<file path="config.mk">
export PLATFORM = sky130hd
export DESIGN_NAME = pan_tilt_target_tracker_top
export DESIGN_NICKNAME = d
export VERILOG_FILES = /design/src/ptt_pkg.sv /design/src/ptt_cfg_regs.sv /design/src/ptt_track.sv /design/src/ptt_ser.sv /design/src/pan_tilt_target_tracker_top.sv
export VERILOG_INCLUDE_DIRS = /design/src /design/src/src
export SDC_FILE = /design/constraint.sdc
export NUM_CORES = 1
export LEC_CHECK = 0
export ABC_AREA = 1
export BUFFER_PORTS_ARGS = -buffer_cell sky130_fd_sc_hd__buf_2
export CAP_MARGIN = 20
export CORE_MARGIN = 2
export CORE_UTILIZATION = 64
export DETAILED_ROUTE_END_ITERATION = 7
export GPL_ROUTABILITY_DRIVEN = 0
export PLACE_DENSITY = 0.83
export SYNTH_ARGS = -nofsm -noshare
export SYNTH_HDL_FRONTEND = slang
export SYNTH_SLANG_ARGS = --single-unit
</file>
<file path="constraint.sdc">
create_clock -name i_clk -period 14.15 [get_ports i_clk]
set_clock_uncertainty 0.1 [all_clocks]
set_input_delay 0 -clock i_clk [delete_from_list [all_inputs] [get_ports i_clk]]
set_output_delay 0 -clock i_clk [all_outputs]
set_load 0.05 [all_outputs]
</file>
<file path="src/pan_tilt_target_tracker_top_assert.svh">
// Assertion macros used by the tracker RTL (ptt_ser).
`ifndef PAN_TILT_TARGET_TRACKER_TOP_ASSERT_SVH
`define PAN_TILT_TARGET_TRACKER_TOP_ASSERT_SVH

`ifndef ASSERT_OFF
`define ASSERT_IMP(label, clk, rst_n, ante, cons) \
    label: assert property (@(posedge clk) disable iff (!rst_n) (ante) |-> (cons)) \
        else $error("assertion failed");
`define ASSERT_NEXT(label, clk, rst_n, ante, cons) \
    label: assert property (@(posedge clk) disable iff (!rst_n) (ante) |=> (cons)) \
        else $error("assertion failed");
`else
`define ASSERT_IMP(label, clk, rst_n, ante, cons)
`define ASSERT_NEXT(label, clk, rst_n, ante, cons)
`endif

`endif

</file>
<file path="src/ptt_pkg.sv">
`timescale 1ns / 1ps

package ptt_pkg;

    localparam int DIM_W   = 10;
    localparam int BYTE_W  = 8;
    localparam int CFG_IDX_W = 3;

    localparam logic [DIM_W-1:0]  RST_IMAGE_WIDTH  = 10'd320;
    localparam logic [DIM_W-1:0]  RST_IMAGE_HEIGHT = 10'd240;
    localparam logic [BYTE_W-1:0] RST_PAN_CHANNEL  = 8'd7;
    localparam logic [BYTE_W-1:0] RST_TILT_CHANNEL = 8'd0;
    localparam logic [BYTE_W-1:0] RST_TILT_LOW     = 8'd75;
    localparam logic [BYTE_W-1:0] RST_SEND_CAP     = 8'd254;
    localparam logic [BYTE_W-1:0] RST_POSITION     = 8'd128;
    localparam logic [BYTE_W-1:0] SYNC_BYTE        = 8'd255;

    typedef enum logic [CFG_IDX_W-1:0] {
        CFG_IMAGE_WIDTH  = 3'd0,
        CFG_IMAGE_HEIGHT = 3'd1,
        CFG_PAN_CHANNEL  = 3'd2,
        CFG_TILT_CHANNEL = 3'd3,
        CFG_TILT_LOW     = 3'd4,
        CFG_SEND_CAP     = 3'd5
    } t_cfg_idx;

    typedef enum logic [2:0] {
        SLOT_PAN_SYNC  = 3'd0,
        SLOT_PAN_CHAN  = 3'd1,
        SLOT_PAN_POS   = 3'd2,
        SLOT_TILT_SYNC = 3'd3,
        SLOT_TILT_CHAN = 3'd4,
        SLOT_TILT_POS  = 3'd5
    } t_slot;

    typedef struct packed {
        logic [DIM_W-1:0]  image_width;
        logic [DIM_W-1:0]  image_height;
        logic [BYTE_W-1:0] pan_channel;
        logic [BYTE_W-1:0] tilt_channel;
        logic [BYTE_W-1:0] tilt_low;
        logic [BYTE_W-1:0] send_cap;
    } t_cfg;

    typedef struct packed {
        logic [BYTE_W-1:0] pan_chan;
        logic [BYTE_W-1:0] pan_byte;
        logic [BYTE_W-1:0] tilt_chan;
        logic [BYTE_W-1:0] tilt_byte;
    } t_cmd;

endpackage

</file>
<file path="src/ptt_cfg_regs.sv">
`timescale 1ns / 1ps

module ptt_cfg_regs
    import ptt_pkg::*;
(
    input  logic                 i_clk,
    input  logic                 i_rst_n,
    input  logic                 i_cfg_valid,
    output logic                 o_cfg_ready,
    input  logic [CFG_IDX_W-1:0] i_cfg_index,
    input  logic [DIM_W-1:0]     i_cfg_data,
    output t_cfg                 o_cfg
);

    t_cfg r_cfg;
    t_cfg n_cfg;

    assign o_cfg_ready = 1'b1;
    assign o_cfg       = r_cfg;

    always_comb begin
        n_cfg = r_cfg;
        if (i_cfg_valid) begin
            unique case (t_cfg_idx'(i_cfg_index))
                CFG_IMAGE_WIDTH:  n_cfg.image_width  = i_cfg_data;
                CFG_IMAGE_HEIGHT: n_cfg.image_height = i_cfg_data;
                CFG_PAN_CHANNEL:  n_cfg.pan_channel  = i_cfg_data[BYTE_W-1:0];
                CFG_TILT_CHANNEL: n_cfg.tilt_channel = i_cfg_data[BYTE_W-1:0];
                CFG_TILT_LOW:     n_cfg.tilt_low     = i_cfg_data[BYTE_W-1:0];
                CFG_SEND_CAP:     n_cfg.send_cap     = i_cfg_data[BYTE_W-1:0];
                default:          n_cfg = r_cfg;
            endcase
        end
    end

    always_ff @(posedge i_clk) begin
        if (!i_rst_n) begin
            r_cfg.image_width  <= RST_IMAGE_WIDTH;
            r_cfg.image_height <= RST_IMAGE_HEIGHT;
            r_cfg.pan_channel  <= RST_PAN_CHANNEL;
            r_cfg.tilt_channel <= RST_TILT_CHANNEL;
            r_cfg.tilt_low     <= RST_TILT_LOW;
            r_cfg.send_cap     <= RST_SEND_CAP;
        end else begin
            r_cfg <= n_cfg;
        end
    end

endmodule

</file>
<file path="src/ptt_track.sv">
`timescale 1ns / 1ps

module ptt_track
    import ptt_pkg::*;
(
    input  logic              i_clk,
    input  logic              i_rst_n,
    input  logic              i_valid,
    output logic              o_stall,
    input  logic              i_found,
    input  logic [DIM_W-1:0]  i_box_x,
    input  logic [DIM_W-1:0]  i_box_y,
    input  logic [DIM_W-1:0]  i_box_width,
    input  logic [DIM_W-1:0]  i_box_height,
    input  t_cfg              i_cfg,
    input  logic              i_ser_free,
    output logic              o_load,
    output t_cmd              o_cmd
);

    // |v| / 10 for |v| < 2048, exact floor via 6554 / 2^16
    function automatic logic [BYTE_W-1:0] div10(input logic [DIM_W:0] mag);
        logic [23:0] prod;
        prod = {13'd0, mag} * 24'd6554;
        return prod[23:16];
    endfunction

    logic              r_valid;
    logic              r_found;
    logic [DIM_W-1:0]  r_box_x;
    logic [DIM_W-1:0]  r_box_y;
    logic [DIM_W-1:0]  r_box_width;
    logic [DIM_W-1:0]  r_box_height;
    logic [BYTE_W-1:0] r_pan;
    logic [BYTE_W-1:0] r_tilt;
    logic [BYTE_W-1:0] n_pan;
    logic [BYTE_W-1:0] n_tilt;

    logic              advance;
    logic              accept;
    logic [DIM_W:0]    ctr_x;
    logic [DIM_W:0]    ctr_y;
    logic signed [DIM_W+1:0] dx;
    logic signed [DIM_W+1:0] dy;
    logic signed [DIM_W+1:0] dx_neg;
    logic signed [DIM_W+1:0] dy_neg;
    logic [DIM_W:0]    mag_x;
    logic [DIM_W:0]    mag_y;
    logic [BYTE_W-1:0] q_x;
    logic [BYTE_W-1:0] q_y;
    logic signed [DIM_W-1:0] sum_pan;
    logic signed [DIM_W-1:0] sum_tilt;

    assign advance = r_valid && (!r_found || i_ser_free);
    assign o_stall = r_valid && !advance;
    assign accept  = i_valid && !o_stall;
    assign o_load  = r_valid && r_found && i_ser_free;

    always_comb begin
        ctr_x  = {1'b0, r_box_x} + {2'b0, r_box_width[DIM_W-1:1]};
        ctr_y  = {1'b0, r_box_y} + {2'b0, r_box_height[DIM_W-1:1]};
        dx     = $signed({3'b0, i_cfg.image_width[DIM_W-1:1]}) - $signed({1'b0, ctr_x});
        dy     = $signed({3'b0, i_cfg.image_height[DIM_W-1:1]}) - $signed({1'b0, ctr_y});
        dx_neg = -dx;
        dy_neg = -dy;
        mag_x  = dx[DIM_W+1] ? dx_neg[DIM_W:0] : dx[DIM_W:0];
        mag_y  = dy[DIM_W+1] ? dy_neg[DIM_W:0] : dy[DIM_W:0];
        q_x    = div10(mag_x);
        q_y    = div10(mag_y);

        // pan moves against dx, tilt moves with dy
        sum_pan  = dx[DIM_W+1] ? $signed({2'b0, r_pan}) + $signed({2'b0, q_x})
                               : $signed({2'b0, r_pan}) - $signed({2'b0, q_x});
        sum_tilt = dy[DIM_W+1] ? $signed({2'b0, r_tilt}) - $signed({2'b0, q_y})
                               : $signed({2'b0, r_tilt}) + $signed({2'b0, q_y});

        if (sum_pan > 10'sd255) begin
            n_pan = 8'd255;
        end else if (sum_pan < 10'sd0) begin
            n_pan = 8'd0;
        end else begin
            n_pan = sum_pan[BYTE_W-1:0];
        end

        if (sum_tilt > 10'sd255) begin
            n_tilt = 8'd255;
        end else if (sum_tilt < $signed({2'b0, i_cfg.tilt_low})) begin
            n_tilt = i_cfg.tilt_low;
        end else begin
            n_tilt = sum_tilt[BYTE_W-1:0];
        end

        o_cmd.pan_chan  = i_cfg.pan_channel;
        o_cmd.pan_byte  = (n_pan > i_cfg.send_cap) ? i_cfg.send_cap : n_pan;
        o_cmd.tilt_chan = i_cfg.tilt_channel;
        o_cmd.tilt_byte = (n_tilt > i_cfg.send_cap) ? i_cfg.send_cap : n_tilt;
    end

    always_ff @(posedge i_clk) begin
        if (!i_rst_n) begin
            r_valid <= 1'b0;
            r_pan   <= RST_POSITION;
            r_tilt  <= RST_POSITION;
        end else begin
            if (accept) begin
                r_valid <= 1'b1;
            end else if (advance) begin
                r_valid <= 1'b0;
            end
            if (o_load) begin
                r_pan  <= n_pan;
                r_tilt <= n_tilt;
            end
        end
    end

    always_ff @(posedge i_clk) begin
        if (accept) begin
            r_found      <= i_found;
            r_box_x      <= i_box_x;
            r_box_y      <= i_box_y;
            r_box_width  <= i_box_width;
            r_box_height <= i_box_height;
        end
    end

endmodule

</file>
<file path="src/ptt_ser.sv">
`timescale 1ns / 1ps
`include "pan_tilt_target_tracker_top_assert.svh"

module ptt_ser
    import ptt_pkg::*;
(
    input  logic              i_clk,
    input  logic              i_rst_n,
    input  logic              i_load,
    output logic              o_free,
    input  t_cmd              i_cmd,
    output logic              o_valid,
    input  logic              i_stall,
    output logic [BYTE_W-1:0] o_command_byte,
    output logic              o_last_byte
);

    logic  r_valid;
    t_slot r_slot;
    t_cmd  r_cmd;
    logic  take;

    assign take    = r_valid && !i_stall;
    assign o_free  = !r_valid || (take && r_slot == SLOT_TILT_POS);
    assign o_valid = r_valid;
    assign o_last_byte = (r_slot == SLOT_TILT_POS);

    always_comb begin
        case (r_slot)
            SLOT_PAN_SYNC:  o_command_byte = SYNC_BYTE;
            SLOT_PAN_CHAN:  o_command_byte = r_cmd.pan_chan;
            SLOT_PAN_POS:   o_command_byte = r_cmd.pan_byte;
            SLOT_TILT_SYNC: o_command_byte = SYNC_BYTE;
            SLOT_TILT_CHAN: o_command_byte = r_cmd.tilt_chan;
            SLOT_TILT_POS:  o_command_byte = r_cmd.tilt_byte;
            default:        o_command_byte = SYNC_BYTE;
        endcase
    end

    always_ff @(posedge i_clk) begin
        if (!i_rst_n) begin
            r_valid <= 1'b0;
            r_slot  <= SLOT_PAN_SYNC;
        end else if (i_load) begin
            r_valid <= 1'b1;
            r_slot  <= SLOT_PAN_SYNC;
        end else if (take) begin
            if (r_slot == SLOT_TILT_POS) begin
                r_valid <= 1'b0;
                r_slot  <= SLOT_PAN_SYNC;
            end else begin
                r_slot  <= t_slot'(r_slot + 3'd1);
            end
        end
    end

    always_ff @(posedge i_clk) begin
        if (i_load) begin
            r_cmd <= i_cmd;
        end
    end

    `ASSERT_IMP(a_slot_range, i_clk, i_rst_n, 1'b1, r_slot <= SLOT_TILT_POS)
    `ASSERT_IMP(a_load_when_free, i_clk, i_rst_n, i_load, o_free)
    `ASSERT_NEXT(a_load_starts, i_clk, i_rst_n, i_load, r_valid && r_slot == SLOT_PAN_SYNC)
    `ASSERT_NEXT(a_hold_on_stall, i_clk, i_rst_n, r_valid && i_stall && !i_load, $stable(r_slot) && r_valid)
    `ASSERT_NEXT(a_drain, i_clk, i_rst_n, take && r_slot == SLOT_TILT_POS && !i_load, !r_valid)

endmodule

</file>
<file path="src/pan_tilt_target_tracker_top.sv">
`timescale 1ns / 1ps
// channel | handshake                  | payload
// --------+----------------------------+----------------------------------------------
// input   | i_valid / o_stall          | i_found, i_box_x, i_box_y, i_box_width, i_box_height
// output  | o_valid / i_stall          | o_command_byte, o_last_byte
// config  | i_cfg_valid / o_cfg_ready  | i_cfg_index, i_cfg_data
//
// A detection waits in the input register until the serializer is free, then is loaded.
// A found item sends six bytes via the serializer, one per cycle while i_stall is low;
// an item without a box sends no bytes.
// The next item is taken while the last byte of the current one is being delivered.
// Synchronous active-low reset: positions 128, registers to their defaults.
// o_stall is high while a found item waits on the serializer; on the last byte it follows i_stall.

module pan_tilt_target_tracker_top
    import ptt_pkg::*;
(
    input  logic                 i_clk,
    input  logic                 i_rst_n,
    input  logic                 i_valid,
    output logic                 o_stall,
    input  logic                 i_found,
    input  logic [DIM_W-1:0]     i_box_x,
    input  logic [DIM_W-1:0]     i_box_y,
    input  logic [DIM_W-1:0]     i_box_width,
    input  logic [DIM_W-1:0]     i_box_height,
    output logic                 o_valid,
    input  logic                 i_stall,
    output logic [BYTE_W-1:0]    o_command_byte,
    output logic                 o_last_byte,
    input  logic                 i_cfg_valid,
    output logic                 o_cfg_ready,
    input  logic [CFG_IDX_W-1:0] i_cfg_index,
    input  logic [DIM_W-1:0]     i_cfg_data
);

    t_cfg cfg;
    t_cmd cmd;
    logic ser_load;
    logic ser_free;

    ptt_cfg_regs u_cfg (
        .i_clk       (i_clk),
        .i_rst_n     (i_rst_n),
        .i_cfg_valid (i_cfg_valid),
        .o_cfg_ready (o_cfg_ready),
        .i_cfg_index (i_cfg_index),
        .i_cfg_data  (i_cfg_data),
        .o_cfg       (cfg)
    );

    ptt_track u_track (
        .i_clk        (i_clk),
        .i_rst_n      (i_rst_n),
        .i_valid      (i_valid),
        .o_stall      (o_stall),
        .i_found      (i_found),
        .i_box_x      (i_box_x),
        .i_box_y      (i_box_y),
        .i_box_width  (i_box_width),
        .i_box_height (i_box_height),
        .i_cfg        (cfg),
        .i_ser_free   (ser_free),
        .o_load       (ser_load),
        .o_cmd        (cmd)
    );

    ptt_ser u_ser (
        .i_clk          (i_clk),
        .i_rst_n        (i_rst_n),
        .i_load         (ser_load),
        .o_free         (ser_free),
        .i_cmd          (cmd),
        .o_valid        (o_valid),
        .i_stall        (i_stall),
        .o_command_byte (o_command_byte),
        .o_last_byte    (o_last_byte)
    );

endmodule
</file>
# --- After elaboration in Yosys (flattened, before gate mapping) ---
# Index checks and enable logic that the tools add are counted.
totals:
  out_inout_bits: 12
  ff_bits: 146
  elab_cells: 92
  inputBits: 59
classes:
  bitwise_logic: 1
  n_reduce_logical: 26
  mul: 2
  magnitude_cmp: 6
  n_eq_ne: 9
  n_mux: 17
  addsub: 11
op_table:
  columns: ["op", "count"]
  rows:
  - ["$mux W8", 6]
  - ["$mul A11 B12 Y23 const B", 2]
  - ["$pmux W8 S4", 1]
  - ["$sub A9 B11 Y12", 2]
  - ["$add A10 B9 Y11", 2]
  - ["$mux W11", 2]
  - ["$neg A11 Y11", 2]
  - ["$gt A10 B9 Y1 const B", 2]
  - ["$mux W10", 2]
  - ["$add A8 B8 Y9", 2]
  - ["$sub A8 B8 Y9", 2]
  - ["$gt A8 B8 Y1", 2]
  - ["$reduce_and A2 Y1", 7]
  - ["$eq A3 B3 Y1 const B", 4]
  - ["$lt A10 B1 Y1 const B", 1]
  - ["$lt A10 B9 Y1", 1]
  - ["$eq A3 B2 Y1 const B", 3]
  - ["$logic_and A1 B1 Y1", 7]
  - ["$eq A3 B1 Y1 const B", 2]
  - ["$reduce_bool A2 Y1", 3]
  - ["$logic_not A1 Y1", 5]
  - ["$mux W1", 5]
  - ["$add A3 B1 Y3 const B", 1]
  - ["$logic_not A3 Y1", 1]
  - ["4 further kinds", 5]

# --- Depth between registers and ports, before layout ---
# Gate-level depths: netlist of the first run.
logic_depth:
  ltp_word: 12
  ltp_mapped: 72
  depth_no_buf: 72

# --- By module ---
# From an unflattened synthesis of the first run, not the netlist that was laid out.
hier_totals:
  hier_cells: 1911
  area_unflattened_um2: 14794.2
by_module_without_submodules:
  columns: ["module", "n_inst", "area_each_um2", "cells_per_inst", "seq_area_each_um2"]
  rows:
  - ["ptt_track", 1, 11237.0, 1482, 1511.4]
  - ["ptt_cfg_regs", 1, 2042.0, 289, 1041.0]
  - ["ptt_ser", 1, 1515.2, 140, 1041.0]

# --- Least setup slack after synthesis of the first run ---
# OpenSTA, ideal clock, no wires.
synth_path:
  path_kind: "register to register"
  start: "register u_track.r_box_height[1]"
  end: "register u_ser.r_cmd[0] (netlist bit), data pin"
  setup_time_ns: 0.253
  required_ns: 13.797
  stages_incl_launch_ff: 62
  path_slack_ns: 4.348
  path_buffers: 0
  t_arrival_ns: 9.449
  period_less_slack_ns: 9.802
  path_cell_list: "edfxtp_1 inv_1 fa_1 inv_1 ha_1 inv_1 nand2_1 inv_1 fa_1 inv_1 nand3_1 nand2_1 a21oi_1 o21ai_0 xnor2_1 nand2_1 nor2_1 nand4_1 (+26 left out) inv_1 ha_1 nand2_1 o211ai_1 inv_1 nand2_4 nand2_8 nand2_2 nand3_2 ha_1 a21oi_1 o21ai_0 nand2_1 o211ai_1 nand2_2 inv_1 nand2_1 nand2_1"
synth_lines:
  columns: ["item", "line_no", "source"]
  rows:
  - ["from (decl)", "ptt_track.sv:33", "logic [DIM_W-1:0] r_box_height;"]
  - ["from (signal assigned)", "ptt_track.sv:123", "r_box_height <= i_box_height;"]
  - ["to (signal assigned)", "ptt_ser.sv:59", "r_cmd <= i_cmd;"]
  - ["to (decl)", "ptt_ser.sv:20", "t_cmd r_cmd;"]

==> results.cfg, run 1 <==
[setup_path]
worstPathRequired_ns = 14.22
cp.arrival_ns = 12.04
cp_common_cell = inv_1
critPathMaxFanout = 9
cpPeakStageDelay_ns = 0.57
worst-setup-path-type = reg2reg
cpLargestDelayFamily = adder cells
crit_path_top_delay_cell = fa_1
cp_num_buf_inv = 12
worst_setup_path_end_kind = flop
cp-start-kind = flop

[timing]
fin_crit_ns = 11.97
worst_pin_slew_ns = 0.9497
timing.final.crit_share_pct = 84.63
final.setup.tns_ns = 0
slew_violations = 0
max_freq_ghz = 0.08351
setup_violations = 0
rsz0062_at_grt = no
hold_violations = 0
slew_headroom_pct = 36.68

[clock_network]
clock_sinks = 142
cts-root-buf = clkbuf_16
cts_tree = built
cts_resized = 0
clock_latency_ns = 0.43
h-tree-depth = 4
holdBufCountCts = 56
numCtsBuffers = 17
clk_path_buf_depth = 2
post_cts_buffers = 0
path_clk_slew_ns = 0.07

[synthesis]
ys_seq_area_share_pct = 25.32
yosysWarnings = 0
ys.flop_type = edfxtp_1
synth_area_leaders = ha_1 20%, edfxtp_1 15%, fa_1 12%
yosysTopAreaCell = ha_1
ys_ff_latch = 142
synth.distinct_cells = 49
synth-edff-count = 71
yosys.area.top_type_share_pct = 19.53
syn_nets = 2106
synth_area_sq_um = 14030
synthArstFlopShare_pct = 0
synthCells = 1744
synth_area_per_cell_sq_um = 8.046

[routing]
drt_iter0_drc = 687
drc = 1
ant_nets = 0
met2_wirelength_um = 17090
wl_met1_um = 13890
routed.top_layer = met4
vias = 11950
wl_per_cell_um = 15.72
drtPass1Iterations = 8
wl_met3_um = 1657
wl_um = 34000
avgViaCountPerCell = 5.527

[final_layout]
area_growth_syn_to_layout_pct = 12.62
stdcell_count = 2163
antenna_cells = 0
drive_gt1_share_pct = 7.860
nets = 2232
final_cell_mix = 358 x inv_1, 339 x nand2_1, 219 x ha_1
final_common_cell = inv_1

[floorplanning]
rows = 54
die_h_um = 152.1
fp.dieW_um = 152.1
start_util_pct = 64.70
core_area_sq_um = 21690
io_pins = 71
design.die.area_sq_um = 23130

[grt]
grt_pass1_vias = 11960
grt-ovfl-total = 0
grt_max_degree = 53
grt_first_pass_wirelength_um = 55570
antenna_found_initial = 0
grt_usage_pct = 29.38

[placed_design]
io_buffers = 67
placedCellCount = 2075
post-dp-hpwl_um = 25310

[min_path]
hp-class = in2reg

[status]
violations = design-rule violations
outcome = finished, violations left

[run]
drv_cap = 0
[tightest hold or removal path: stages]
cell and delay (ns):
buf_2 0.11, nand2_1 0.11, nor2_1 0.14, o211ai_1 0.18
[flip-flops by register name (all words and copies together), names as in the netlist, 3 cells and up]
signal                count
u_track.r_box_x          10
u_ser.r_cmd              32
u_track.r_box_width       9
u_cfg.o_cfg              50
u_track.r_box_height      9
u_track.r_box_y          10
u_track.r_pan             8
u_track.r_tilt            8
u_ser.r_slot              3
[Yosys cell counts, types with 6 or more instances]
master / count
dfxtp_1: 71
inv_1: 358
nand2_2: 18
o21ai_0: 76
buf_2: 6
clkbuf_1: 10
a221oi_1: 8
nand3_1: 74
xnor2_1: 26
fa_1: 84
a21oi_1: 94
o21a_1: 7
or2_2: 6
edfxtp_1: 71
nand4_1: 14
ha_1: 219
nor2_1: 114
nand2_1: 339
o211ai_1: 17
a31oi_1: 6
nor3_1: 17
nand3_2: 12
o21bai_1: 6
xor2_1: 35
nand3b_1: 7
[layout make-up]
| class | count | area, sq um |
|---|---|---|
| Fill cell | 1577 | 5886 |
| Timing Repair Buffer | 126 | 918.4 |
| Clock inverter | 15 | 171.4 |
| Sequential cell | 142 | 3553 |
| Tap cell | 280 | 350.3 |
| Multi-Input combinational cell | 1221 | 9025 |
| Inverter | 362 | 1359 |
| Clock buffer | 17 | 425.4 |
[per-stage QoR]
| step | area, sq um | worst slack (ns) | utilization [%] | hold slack (ns) |
|---|---|---|---|---|
| final | 15800 | 2.176 | 72.86 | 0.04207 |
| after global routing | 15800 | 1.616 | 72.86 | 0.08432 |
| after CTS | 15800 | 2.560 | 72.86 | 0.009731 |
| after detailed placement | 14650 | 2.810 | 67.53 | 0.07809 |
| after global placement | 14650 | 3.004 | 67.53 | 0.07674 |
| after floorplan | 14030 | 4.348 | - | -0.001131 |
[path summary, 6_finish.rpt]
path / endpoint / from / slack, ns / cells after the start
setup / recovery: u_ser.r_cmd[5]$_DFFE_PP_ / u_track.r_box_height[1]$_DFFE_PP_ / 2.18 / 59
hold / removal: u_cfg.o_cfg[14]$_SDFFE_PN1P_ / i_cfg_valid / 0.04 / 4
setup reg to reg: u_ser.r_cmd[5]$_DFFE_PP_ / u_track.r_box_height[1]$_DFFE_PP_ / 2.18 / 59
hold reg to reg: u_ser.r_cmd[11]$_DFFE_PP_ / u_cfg.o_cfg[19]$_SDFFE_PN0P_ / 0.33 / 0
[per-layer routing]
metal	up-vias	track usage (%)
li1	5872	-
met1	5543	35.08
met2	435	52.57
met3	104	4.250
met4	0	13.13
met5	-	0
[logic make-up after synthesis]
logic type	share of synthesized area (%)
compound gates	9.826
xor+xnor	3.807
fa+ha+maj	31.51
buf+inv	10.38
flops	25.32
mux	0.1427
other cells	0.02672
simple gates	18.98
Power of run 1 is left out: the tool's default activity adds up to more than one toggle a clock period on the data nets, which glitch-free logic cannot reach.
==> run 2, diff against run 1 <==
--- a/config.mk
+++ b/config.mk
@@ -10,10 +10,10 @@
 export BUFFER_PORTS_ARGS = -buffer_cell sky130_fd_sc_hd__buf_2
 export CAP_MARGIN = 20
 export CORE_MARGIN = 2
-export CORE_UTILIZATION = 64
+export CORE_UTILIZATION = 58
 export DETAILED_ROUTE_END_ITERATION = 7
 export GPL_ROUTABILITY_DRIVEN = 0
-export PLACE_DENSITY = 0.83
+export PLACE_DENSITY = 0.79
 export SYNTH_ARGS = -nofsm -noshare
 export SYNTH_HDL_FRONTEND = slang
 export SYNTH_SLANG_ARGS = --single-unit
==> constraint.sdc (replaced) <==
create_clock -name i_clk -period 9.95 [get_ports i_clk]
set_clock_uncertainty 0.1 [all_clocks]
set_input_delay 0 -clock i_clk [delete_from_list [all_inputs] [get_ports i_clk]]
set_output_delay 0 -clock i_clk [all_outputs]
set_load 0.05 [all_outputs]
==> results.cfg, run 2 (synthesized netlist as in run 1, its figures left out) <==
[status]
outcome = finished, violations left
violations = negative setup slack

[setup_path]
regToRegEndpoint = u_ser.r_cmd[7]$_DFFE_PP_
critPathCapture = u_ser.r_cmd[7]$_DFFE_PP_
worst-setup-path-type = reg2reg
cpPeakStageDelay_ns = 0.54
cp.arrival_ns = 10.81
r2r.worst_path.cells = 62
reg2reg_slack_ns = -0.76
cp-start-kind = flop
worst_setup_path_end_kind = flop
crit_path_top_delay_cell = fa_1
critPathMaxFanout = 5
worstPathRequired_ns = 10.05
cp_common_cell = nand2_1
reg2reg_from = u_track.r_box_height[1]$_DFFE_PP_
crit_start = u_track.r_box_height[1]$_DFFE_PP_

[timing]
worst_pin_slew_ns = 1.142
hold_violations = 0
final.setup.tns_ns = -5.964
setup_violations = 9
slew_headroom_pct = 23.61
rsz0062_at_grt = yes
timing.final.crit_share_pct = 107.7
setup_slack_ns = -0.7613
max_freq_ghz = 0.09336
fin_crit_ns = 10.71
slew_violations = 0

[clock_network]
clock_sinks = 142
cts-root-buf = clkbuf_16
h-tree-depth = 4
cts_tree = built
path_clk_slew_ns = 0.08
numCtsBuffers = 17
clock_latency_ns = 0.44
clk_path_buf_depth = 2

[grt]
grt-ovfl-total = 0
antenna_found_initial = 1
grt_pass1_vias = 12850
grt_usage_pct = 29.45
grt_first_pass_wirelength_um = 61180
grt_max_degree = 53

[routing]
avgViaCountPerCell = 5.819
drc = 0
wl_per_cell_um = 18.34
ant_nets = 0
vias = 13460
drt_iter0_drc = 1511
drtPass1Iterations = 7
wl_um = 42430

[placed_design]
dp_slack_ns = -0.5026
placedCellCount = 2198
io_buffers = 67
place_area_sq_um = 15320
post-dp-hpwl_um = 26530

[floorplanning]
start_util_pct = 59.43
fp.dieW_um = 159.5
io_pins = 71
design.die.area_sq_um = 25450
rows = 56
core_area_sq_um = 23610
die_h_um = 159.5

[final_layout]
antenna_cells = 0
nets = 2343
largest_reg_flops = 50
drive_gt1_share_pct = 21.92
area_growth_syn_to_layout_pct = 27.00
final_common_cell = inv_1
final_cell_mix = 338 x inv_1, 303 x nand2_1, 186 x ha_1
final_area_sq_um = 17820
stdcell_count = 2313

[min_path]
hp-class = in2reg

[run]
drv_cap = 0
==> run 2: cell types whose count changed in the layout (fill, tap and decap cells not counted), moves of 11 or more <==
| cell | delta |
|---|---|
| nand3_1 | -12 |
| ha_4 | +25 |
| a21oi_2 | +18 |
| a21oi_1 | -22 |
| nand2_2 | +26 |
| nand2_4 | +11 |
| buf_4 | +101 |
| o21ai_0 | -14 |
| inv_1 | -20 |
| ha_1 | -33 |
| nand2_1 | -36 |
| inv_2 | +16 |
==> run 2: critical path, delay by kind of cell, from the launching register on <==
kind,cells,cell delay (ns)
buffers and inverters,13,1.09
AND/OR/NAND/NOR,25,2.59
flip-flops,1,0.42
AO/OA/AOI/OAI,9,1.30
XOR/XNOR,3,0.61
adder cells (fa/ha/maj),12,4.33
==> run 2: per-layer routing <==
metal	global-route usage [%]	wire length, um	vias up
li1	-	-	6085
met1	34.81	15650	6247
met2	52.13	20410	821
met3	5.001	3530	304
met4	13.80	2815	2
met5	0	13	-
==> run 2: how the worst min path moves through the flow <==
stage                    startpoint                           endpoint  slack, ns  cells after the start
global placement         i_box_y[7]       u_track.r_box_y[7]$_DFFE_PP_       0.08                      1
detailed placement       i_box_y[3]       u_track.r_box_y[3]$_DFFE_PP_       0.08                      1
finish                  i_cfg_valid        u_cfg.o_cfg[9]$_SDFFE_PN1P_       0.05                      4
CTS                     i_cfg_valid        u_cfg.o_cfg[9]$_SDFFE_PN1P_       0.01                      4
global route            i_cfg_valid       u_cfg.o_cfg[11]$_SDFFE_PN1P_        0.1                      4
floorplan           i_box_height[1]  u_track.r_box_height[1]$_DFFE_PP_     -0.001                      0
==> run 2: repair_timing <==
item | 4_1_cts | 5_1_grt
hold buffers | 58 | 0
endpoints found under the hold margin | 93 | 0
resized for setup | 89 | 154
gates cloned | 1 | 0
setup endpoints to repair | 16 | 24
setup buffers | 15 | 11
pin swaps | 63 | 58
==> run 2: metrics by stage <==
stage               util (%)  hold WS [ns]
finish                 75.47       0.05176
global route           75.47       0.09997
CTS                    72.12       0.01230
detailed placement     64.90       0.07814
global placement       64.90       0.07615
floorplan                  -     -0.001131
==> run 2: final cells by class <==
class	instances	area [sq um]
Timing Repair Buffer	236	1775
Inverter	362	1370
Clock buffer	17	425.4
Sequential cell	142	3555
Multi-Input combinational cell	1222	10110
Tap cell	319	399.1
Fill cell	1446	5792
Clock inverter	15	190.2
Power of run 2 is left out for the same reason.
==> run 3, diff against run 2 <==
--- a/config.mk
+++ b/config.mk
@@ -14,6 +14,7 @@
 export DETAILED_ROUTE_END_ITERATION = 7
 export GPL_ROUTABILITY_DRIVEN = 0
 export PLACE_DENSITY = 0.79
+export RECOVER_POWER = 100
 export SYNTH_ARGS = -nofsm -noshare
 export SYNTH_HDL_FRONTEND = slang
 export SYNTH_SLANG_ARGS = --single-unit
==> results.cfg, run 3 (synthesized netlist as in run 1, its figures left out) <==
[min_path]
hp-class = in2reg

[timing]
rsz0062_at_grt = yes
slew_violations = 75
final.setup.tns_ns = -6.370
slew_headroom_pct = -67.58
worst_pin_slew_ns = 2.514
max_freq_ghz = 0.09305
setup_slack_ns = -0.7970
timing.final.crit_share_pct = 108.0
hold_violations = 0
fin_crit_ns = 10.75
setup_violations = 13

[setup_path]
worstPathRequired_ns = 10.04
cpPeakStageDelay_ns = 0.54
cp.arrival_ns = 10.84
regToRegEndpoint = u_ser.r_cmd[0]$_DFFE_PP_
critPathMaxFanout = 8
critPathCapture = u_ser.r_cmd[0]$_DFFE_PP_
crit_start = u_track.r_box_height[1]$_DFFE_PP_
reg2reg_from = u_track.r_box_height[1]$_DFFE_PP_
worst_setup_path_end_kind = flop
cp_common_cell = nand2_1
cp-start-kind = flop
reg2reg_slack_ns = -0.80
crit_path_top_delay_cell = fa_1
r2r.worst_path.cells = 60
worst-setup-path-type = reg2reg

[final_layout]
area_growth_syn_to_layout_pct = 26.34
antenna_cells = 0
final_cell_mix = 338 x inv_1, 303 x nand2_1, 187 x ha_1
area.sequential_sq_um = 3555
stdcell_count = 2313
nets = 2343
final_common_cell = inv_1
utilization_pct = 75.08
multi_input_area_sq_um = 10050
drive_gt1_share_pct = 20.31
largest_reg_flops = 50
n_fill_cell = 1471

[routing]
wl_um = 42390
drt_iter0_drc = 1450
avgViaCountPerCell = 5.799
ant_nets = 0
wl_per_cell_um = 18.33
drtPass1Iterations = 8
drc = 0
vias = 13410

[placed_design]
post-dp-hpwl_um = 26530
io_buffers = 67
placedCellCount = 2198

[run]
drv_cap = 2

[status]
violations = max-capacitance violations, max-slew violations, negative setup slack
outcome = finished, violations left

[clock_network]
h-tree-depth = 4
cts_tree = built
cts-root-buf = clkbuf_16
clk_path_buf_depth = 2
path_clk_slew_ns = 0.07
numCtsBuffers = 17
clock_latency_ns = 0.43
clock_sinks = 142

[floorplanning]
rows = 56
design.die.area_sq_um = 25450
core_area_sq_um = 23610
die_h_um = 159.5
start_util_pct = 59.43
io_pins = 71
fp.dieW_um = 159.5

[grt]
antenna_found_initial = 1
grt-ovfl-total = 0
grt_first_pass_wirelength_um = 61180
grt_max_degree = 53
grt_pass1_vias = 12850
grt_usage_pct = 29.45
==> run 3: cell count changes in the layout (fill, tap and decap cells not counted), sizes merged <==
cell / delta
clkbuf: +25
buf: -25
==> run 3: layer usage <==
metal	track usage, %	wire (um)	vias up
li1	-	-	6085
met1	34.81	15720	6239
met2	52.13	20510	817
met3	5.001	3411	270
met4	13.80	2734	2
met5	0	13	-
==> run 3: what timing repair did <==
item                       in CTS  in global routing
hold buffers                   58                  0
hold endpoints to repair       93                  0
buffers inserted               15                 11
resized for setup              89                154
setup endpoints to repair      16                 24
pin swaps                      63                 58
cloned                          1                  0
==> run 3: layout make-up <==
cell class              instances  share of cell area, %
well taps                     319                  2.251
clock inverters                15                  1.073
flip-flops and latches        142                  20.05
repair buffers                236                  9.782
multi-input cells            1222                  56.71
clock buffers                  17                  2.400
inverters                     362                  7.728
==> run 3: worst min path at each step <==
stage                          startpoint                                 to  slack, ns  depth (start not counted)
final                         i_cfg_valid        u_cfg.o_cfg[9]$_SDFFE_PN1P_       0.06                          4
after CTS                     i_cfg_valid        u_cfg.o_cfg[9]$_SDFFE_PN1P_       0.01                          4
after floorplan           i_box_height[1]  u_track.r_box_height[1]$_DFFE_PP_     -0.001                          0
after global routing          i_cfg_valid       u_cfg.o_cfg[11]$_SDFFE_PN1P_        0.1                          4
after global placement         i_box_y[7]       u_track.r_box_y[7]$_DFFE_PP_       0.08                          1
after detailed placement       i_box_y[3]       u_track.r_box_y[3]$_DFFE_PP_       0.08                          1
==> run 3: per-stage QoR <==
stage	setup slack [ns]	hold slack [ns]	area, sq um
6_report	-0.7970	0.05798	17730
5_1_grt	-1.150	0.09995	17730
4_1_cts	-0.05832	0.01230	17030
3_5_place_dp	-0.5026	0.07814	15320
3_3_place_gp	-0.1362	0.07615	15320
2_1_floorplan	0.1479	-0.001131	14030
==> run 3: critical path, delay by kind of cell, from the launching register on <==
kind	cells	cell delay (ns)
buffers and inverters	13	1.02
flip-flops	1	0.42
adder cells (fa/ha/maj)	12	4.24
XOR/XNOR	3	0.62
AO/OA/AOI/OAI	11	1.80
AND/OR/NAND/NOR	21	2.30
Power of run 3 is left out for the same reason.
